## config.mk

```make
export PLATFORM = sky130hd
export DESIGN_NAME = rbsi_merge
export DESIGN_NICKNAME = d
export VERILOG_FILES = /design/src/design/rbsi_pkg.sv /design/src/design/rbsi_merge.sv
export SDC_FILE = /design/constraint.sdc
export NUM_CORES = 1
export LEC_CHECK = 0
export BUFFER_PORTS_ARGS = -buffer_cell sky130_fd_sc_hd__clkbuf_2
export CAP_MARGIN = 0
export CORE_MARGIN = 5
export CORE_UTILIZATION = 55
export CTS_CLUSTER_DIAMETER = 50
export DETAILED_ROUTE_END_ITERATION = 10
export GPL_TIMING_DRIVEN = 1
export HOLD_SLACK_MARGIN = 0.15
export PLACE_DENSITY = 0.91
export SYNTH_ARGS = -nofsm -noshare
export SYNTH_HDL_FRONTEND = slang
export SYNTH_SLANG_ARGS = --single-unit
```

## constraint.sdc

```tcl
create_clock -name clk -period 10.9 [get_ports clk]
set_clock_uncertainty 0.05 [all_clocks]
set_input_delay 1.09 -clock clk [delete_from_list [all_inputs] [get_ports clk]]
set_output_delay 1.09 -clock clk [all_outputs]
set_load 0.02 [all_outputs]
```

## src/design/rbsi_pkg.sv

```systemverilog
package rbsi_pkg;

    localparam int WORD_BITS = 32;

    typedef struct packed {
        logic signed [WORD_BITS-1:0] ray_origin_x;
        logic signed [WORD_BITS-1:0] ray_origin_y;
        logic signed [WORD_BITS-1:0] ray_origin_z;
        logic signed [WORD_BITS-1:0] ray_dir_x;
        logic signed [WORD_BITS-1:0] ray_dir_y;
        logic signed [WORD_BITS-1:0] ray_dir_z;
        logic signed [WORD_BITS-1:0] box_min_x;
        logic signed [WORD_BITS-1:0] box_min_y;
        logic signed [WORD_BITS-1:0] box_min_z;
        logic signed [WORD_BITS-1:0] box_max_x;
        logic signed [WORD_BITS-1:0] box_max_y;
        logic signed [WORD_BITS-1:0] box_max_z;
    } in_t;

    typedef struct packed {
        logic                        hit;
        logic signed [WORD_BITS-1:0] entry_distance;
        logic signed [WORD_BITS-1:0] exit_distance;
    } out_t;

    typedef struct packed {
        logic parallel;
        logic reject;
    } lane_flag_t;

    localparam logic signed [WORD_BITS-1:0] INT_MAX_W = 32'sh7fffffff;
    localparam logic signed [WORD_BITS-1:0] INT_MIN_W = 32'sh80000000;

endpackage

```

## src/design/rbsi_merge.sv

```systemverilog
module rbsi_merge #(
    parameter int FRAC_BITS = 16
) (
    input  logic                         clk,
    input  logic                         en,
    input  rbsi_pkg::lane_flag_t         flags [3],
    input  logic signed [32+FRAC_BITS:0] t_lo  [3],
    input  logic signed [32+FRAC_BITS:0] t_hi  [3],
    output rbsi_pkg::out_t               res
);
    import rbsi_pkg::*;

    localparam int TW = WORD_BITS + FRAC_BITS + 1;
    localparam int IW = TW - FRAC_BITS;

    logic signed [TW-1:0] near_next, far_next;
    logic                 bnd_next, rej_next;
    logic signed [TW-1:0] near_reg, far_reg;
    logic                 bnd_reg, rej_reg;

    logic                 miss;
    logic signed [WORD_BITS-1:0] near_int, far_int;

    function automatic logic signed [WORD_BITS-1:0] int_sat(input logic signed [TW-1:0] t);
        logic [TW-1:0] mag;
        logic [IW-1:0] ip;
        logic signed [WORD_BITS-1:0] r;
        mag = t[TW-1] ? TW'(-t) : t;
        ip  = mag[TW-1:FRAC_BITS];
        if (t[TW-1])
            r = (ip >= IW'(33'h80000000)) ? INT_MIN_W : -$signed(ip[WORD_BITS-1:0]);
        else
            r = (ip > IW'(33'h7fffffff)) ? INT_MAX_W : $signed(ip[WORD_BITS-1:0]);
        return r;
    endfunction

    // bounds start unbounded; parallel axes do not narrow
    always_comb
    begin
        near_next = '0;
        far_next  = '0;
        bnd_next  = 1'b0;
        rej_next  = 1'b0;
        for (int a = 0; a < 3; a++)
        begin
            rej_next = rej_next | flags[a].reject;
            if (!flags[a].parallel)
            begin
                if (!bnd_next || t_lo[a] > near_next)
                    near_next = t_lo[a];
                if (!bnd_next || t_hi[a] < far_next)
                    far_next = t_hi[a];
                bnd_next = 1'b1;
            end
        end
    end

    always_ff @(posedge clk)
    begin
        if (en)
        begin
            near_reg <= near_next;
            far_reg  <= far_next;
            bnd_reg  <= bnd_next;
            rej_reg  <= rej_next;
        end
    end

    always_comb
    begin
        miss     = rej_reg || (bnd_reg && ((near_reg > far_reg) || far_reg[TW-1]));
        near_int = bnd_reg ? int_sat(near_reg) : INT_MIN_W;
        far_int  = bnd_reg ? int_sat(far_reg)  : INT_MAX_W;
        res.hit            = !miss;
        res.entry_distance = miss ? '0 : near_int;
        res.exit_distance  = miss ? '0 : far_int;
    end

endmodule

```

### Word level (Yosys, flattened, before mapping)

Cells that the tools add are included.

* memory bits (writable): 0
* flip-flop bits (word level): 100
* bits in latches: 0
* memories kept: 0
* bits in read-only memories: 0
* input bits: 302

* eq/ne operators: 0
* shift-type cells: 0
* mux-type cells: 24
* bitwise operators: 2
* add/subtract/negate cells: 4
* divide/modulo/power cells: 0
* $mul: 0
* reduce and logical (&&, ||, !) cells: 9
* $lt $le $gt $ge: 9

Operator list (number)
* 2-to-1 mux 49 bit: 12
* 2-to-1 mux 32 bit: 10
* > comparator 49 bit: 3
* less-than comparator 49 bit: 2
* negator 49 bit: 2
* >= comparator 33 x 32 -> 1 bit, second input constant: 2
* > comparator 33 x 31 -> 1 bit, second input constant: 2
* negator 32 bit: 2
* logical OR 1 bit: 6
* zero test 1 bit: 2
* 2-to-1 mux 1 bit: 2
* bitwise OR 1 bit: 2
* logical AND 1 bit: 1

### Logic depth before layout (Yosys ltp)

* depth in word-level cells: 9
* mapped depth: 31
* mapped depth without buffers: 23

### Least setup slack after synthesis

No wires, ideal clock.

* kind: input to register
* from: input flags[5] (netlist bit)
* to: register far_reg[38], data pin
* stages: 28
* path slack: 3.014 ns
* library setup time: 0.278 ns
* arrival: 7.558 ns
* path buffers: 7
* cell sequence: clkbuf_1 inv_2 clkbuf_1 buf_1 nand2_1 ha_1 and4_1 a221oi_1 nand2_1 a211o_1 a41oi_1 mux2_2 nor2_1 buf_1 clkbuf_1 a22oi_1 ha_1 a21o_1 a21o_1 a21oi_1 nor2_1 a2111oi_0 o31ai_1 a211o_1 o221ai_1 clkbuf_1 buf_1 mux2i_1

* cells in the longest elaborated chain, start to end: 9
* elaborated cells between the ends (all ways): 12
* those cells by class: 2 x order compare; 7 x mux; 3 x reduce/logical

RTL lines
* start: declaration: line rbsi_merge.sv:6 `input rbsi_pkg::lane_flag_t flags [3],`
* 2-to-1 mux 49 bit: line rbsi_merge.sv:47 `if (!flags[a].parallel)`
* less-than comparator 49 bit: line rbsi_merge.sv:51 `if (!bnd_next || t_hi[a] < far_next)`
* logical OR 1 bit: line rbsi_merge.sv:51
* 2-to-1 mux 49 bit: line rbsi_merge.sv:51
* 2-to-1 mux 49 bit: line rbsi_merge.sv:47
* less-than comparator 49 bit: line rbsi_merge.sv:51
* logical OR 1 bit: line rbsi_merge.sv:51
* 2-to-1 mux 49 bit: line rbsi_merge.sv:51
* 2-to-1 mux 49 bit *: line rbsi_merge.sv:47
* net far_next[38]: line rbsi_merge.sv:16 `logic signed [TW-1:0] near_next, far_next;`
* end signal: assignment: line rbsi_merge.sv:63 `far_reg <= far_next;`
* end: declaration: line rbsi_merge.sv:18 `logic signed [TW-1:0] near_reg, far_reg;`

Mark *: on every way through the listed nets, which the timed path passes. The rest lies on a longest branch.
A chain may end at the register's enable or synchronous reset.

### Worst setup path in the final report

* from: input flags[5] (netlist bit)
* to: register near_reg[28], data pin

* cells in the longest elaborated chain, start to end: 9
* elaborated cells between the ends (all ways): 12
* those cells by class: 2 x order compare; 7 x mux; 3 x reduce/logical

RTL lines
* 2-to-1 mux 49 bit: line rbsi_merge.sv:47
* > comparator 49 bit: line rbsi_merge.sv:49 `if (!bnd_next || t_lo[a] > near_next)`
* logical OR 1 bit: line rbsi_merge.sv:49
* 2-to-1 mux 49 bit: line rbsi_merge.sv:49
* 2-to-1 mux 49 bit: line rbsi_merge.sv:47
* > comparator 49 bit: line rbsi_merge.sv:49
* logical OR 1 bit: line rbsi_merge.sv:49
* 2-to-1 mux 49 bit: line rbsi_merge.sv:49
* 2-to-1 mux 49 bit *: line rbsi_merge.sv:47
* net near_next[28]: line rbsi_merge.sv:16
* end signal: assignment: line rbsi_merge.sv:62 `near_reg <= near_next;`
* end: declaration: line rbsi_merge.sv:18

Marked as above.

==> impl_results.md <==
- Run status: finished clean
- 1st-iter DRT viols: 1833
- # hold bufs at CTS: 0
- Top cell type by total area after synthesis: ha_1
- Post-synth EDFFs: 100
- Min Tclk post-route: 8910 ps
- Router iterations before antenna repair: 6
- Worst slew margin: roughly a fifth
- Setup bufs post-CTS: 0
- Vias: 17500
- First-pass GRT wire length: 90500 um
- Final-report hold violation count: 0
- CTS buffer count: 9
- Routed Antenna Nets: 0
- Critical Path Sink Type: register
- Worst Path Max Fanout: 50
- Wire per inst: approximately 22 um
- CP dominant cell by count: a21o_1
- Tcrit/Tclk final: 81.7%
- Slew Limit Fails: 0
- Worst setup SP type: input port
- Maxcap violations: 0
- Register cell area after layout: 3000 sq um
- CP Buf/Inv Count: 5
- Overall Global Routing Usage: 33.6%
- Die height: 181 um
- Syn Area/Cell: 7.94 sq um
- Main synth FF type: edfxtp_1
- #FFs+latches synth: 100
- Ports: approximately 370
- Setup_tns: 0 ps
- RSZ-0062 raised after global routing: false
- H-tree depth: 3
- Via density: between 6 and 7
- Die W: about 180 um
- Dpl hpwl: roughly 48000 um
- Multi-input logic area: 12000 sq um
- IO Port Bufs: 365
- Vias in the first global route: 17100
- CP peak stage delay: 850 ps
- Nets: ~2900
- Slowest cell on the critical path: o21ai_4
- Placer Congestion: ~1.0
- Clk slew on worst S/H paths: 80 ps
- Syn Inst Count: 2026
- Setup CP Type: input port to register
- Routed WL: 58600 um
- Ys Warns: 0
- Top cell type's share of synthesized area: 19.2%
- Max clock buf depth: 2
- Root Buffer: clkbuf_16
- Number of remaining DRC errors: 0
- Arr. time, crit path: 8940 ps
- Synth area leaders: ha_1 (19%), edfxtp_1 (19%), mux2i_1 (7.4%)
- WP data required: about 11000 ps
- Area Growth Syn to Fin: 14.8%
- Core Region: 28800 sq um
- Final setup fails: 0
- Largest net degree at the start of global routing: 90
- Initial cell density of the core: a little under three fifths
- FMAX: about 0.11 GHz
- Leak: roughly 9.1 nW
- Slew @ Worst Pin: 1200 ps
- Fillers: 2455
- Largest delay share family, worst path: compound AO/OA/AOI/OAI gates
- Clk sinks: 100
- Syn Nets: 2575
- Worst vdd rail ir drop: ~0.076 mV
- Async SR Flop Fraction: 0%
- Post-Syn Area: between 15000 and 20000 sq um
- Antenna violations before repair: 2
- Hold_ws: 1000 ps
- Synth unique cells: 78
- Share of layout cells above drive strength 1: approximately a fifth
- Sequential share of the synthesized area: roughly a fifth
- Pwr per Cell Area: 111 nW/um^2
- Die area: 32800 sq um
- Num rows: 62
- Total gr overflow: 0
- Resized Gates After CTS: 0
- CTS tree: yes
- Worst hold path type: input port to register
-- synth_stat cells, drive strengths merged, types with 10 or more instances --
master	n
ha	247
nand2	213
inv	191
mux2i	119
a21oi	113
edfxtp	100
nor2	92
o21ai	86
clkbuf	84
a22oi	74
nand3	74
nand4	74
a21o	71
nor3	55
xnor2	46
mux2	35
nor4	31
buf	26
a31oi	23
and3	21
o211a	19
o31ai	19
or3	18
xor2	17
or4	16
o21a	14
nor2b	13
nand2b	12
o211ai	10
-- layout by cell type (no fill, tap or decap), types with 35 or more instances in the layout --
cell type,n
a21o_1,71
a21oi_1,111
a22oi_1,74
clkbuf_2,364
edfxtp_1,100
ha_1,247
inv_1,190
mux2_2,35
mux2i_1,119
nand2_1,213
nand3_1,74
nand4_1,74
nor2_1,91
nor3_1,53
o21ai_0,84
xnor2_1,46
-- routing by layer --
layer | vias up | part of all wire, % | GRT usage, %
met4 | 0 | 5.0 | 16.3
met1 | 8087 | 40 | 43.8
met3 | 207 | 9.8 | 5.91
met2 | 1101 | 45 | 54.1
li1 | 8144 | - | -
met5 | - | 0 | 0
-- where the power goes --
group	internal, mW	switching, mW	total, mW	leakage (nW)
clock	0.180	0.154	0.334	0.148
combinational	0.443	0.673	1.12	8.02
sequential	0.500	0.110	0.610	0.973
-- stage by stage --
step | cell area [sq um] | utilization (%) | power, mW | setup slack (ps) | cells
6_report | 18500 | 64.2 | 2.06 | 1990 | 2703
5_1_grt | 18500 | 64.2 | 2.19 | 1620 | 2703
4_1_cts | 18500 | 64.2 | 2.04 | 2140 | 2701
3_5_place_dp | 18200 | 63.2 | 1.70 | 1800 | 2685
3_3_place_gp | 18200 | 63.2 | 1.66 | 2060 | 2685
2_1_floorplan | 16100 | - | 1.32 | 3010 | 2026
-- final cells by class --
class,instances,share of cell area (%)
tap,384,2.60
clock inverter,7,0.399
sequential,100,16.2
inverter,192,3.90
clock buffer,9,1.22
multi-input combinational,1624,64.9
timing repair buffer,385,10.7
antenna,2,0.0271
-- final timing paths --
kind | from | endpoint | slack, ps | cells after the start
worst max-delay path | flags[5] | near_reg[28] | 1990 | 27
worst min-delay path | flags[0] | rej_reg | 1000 | 2
-- logic make-up (layout without fill, tap and decap cells) --
group                    after synthesis  count (layout)  synth area share [%]
other                                  1               3                0.0233
buffers and inverters                302             593                  7.27
multiplexers                         154             154                  9.85
AND/OR/NAND/NOR                      655             655                  20.3
XOR/XNOR                              63              63                  3.43
adder cells (fa/ha/maj)              247             247                  19.2
AO/OA/AOI/OAI                        504             504                  21.2
flip-flops                           100             100                  18.7
Note: power is estimated with default switching activity, not from simulation.
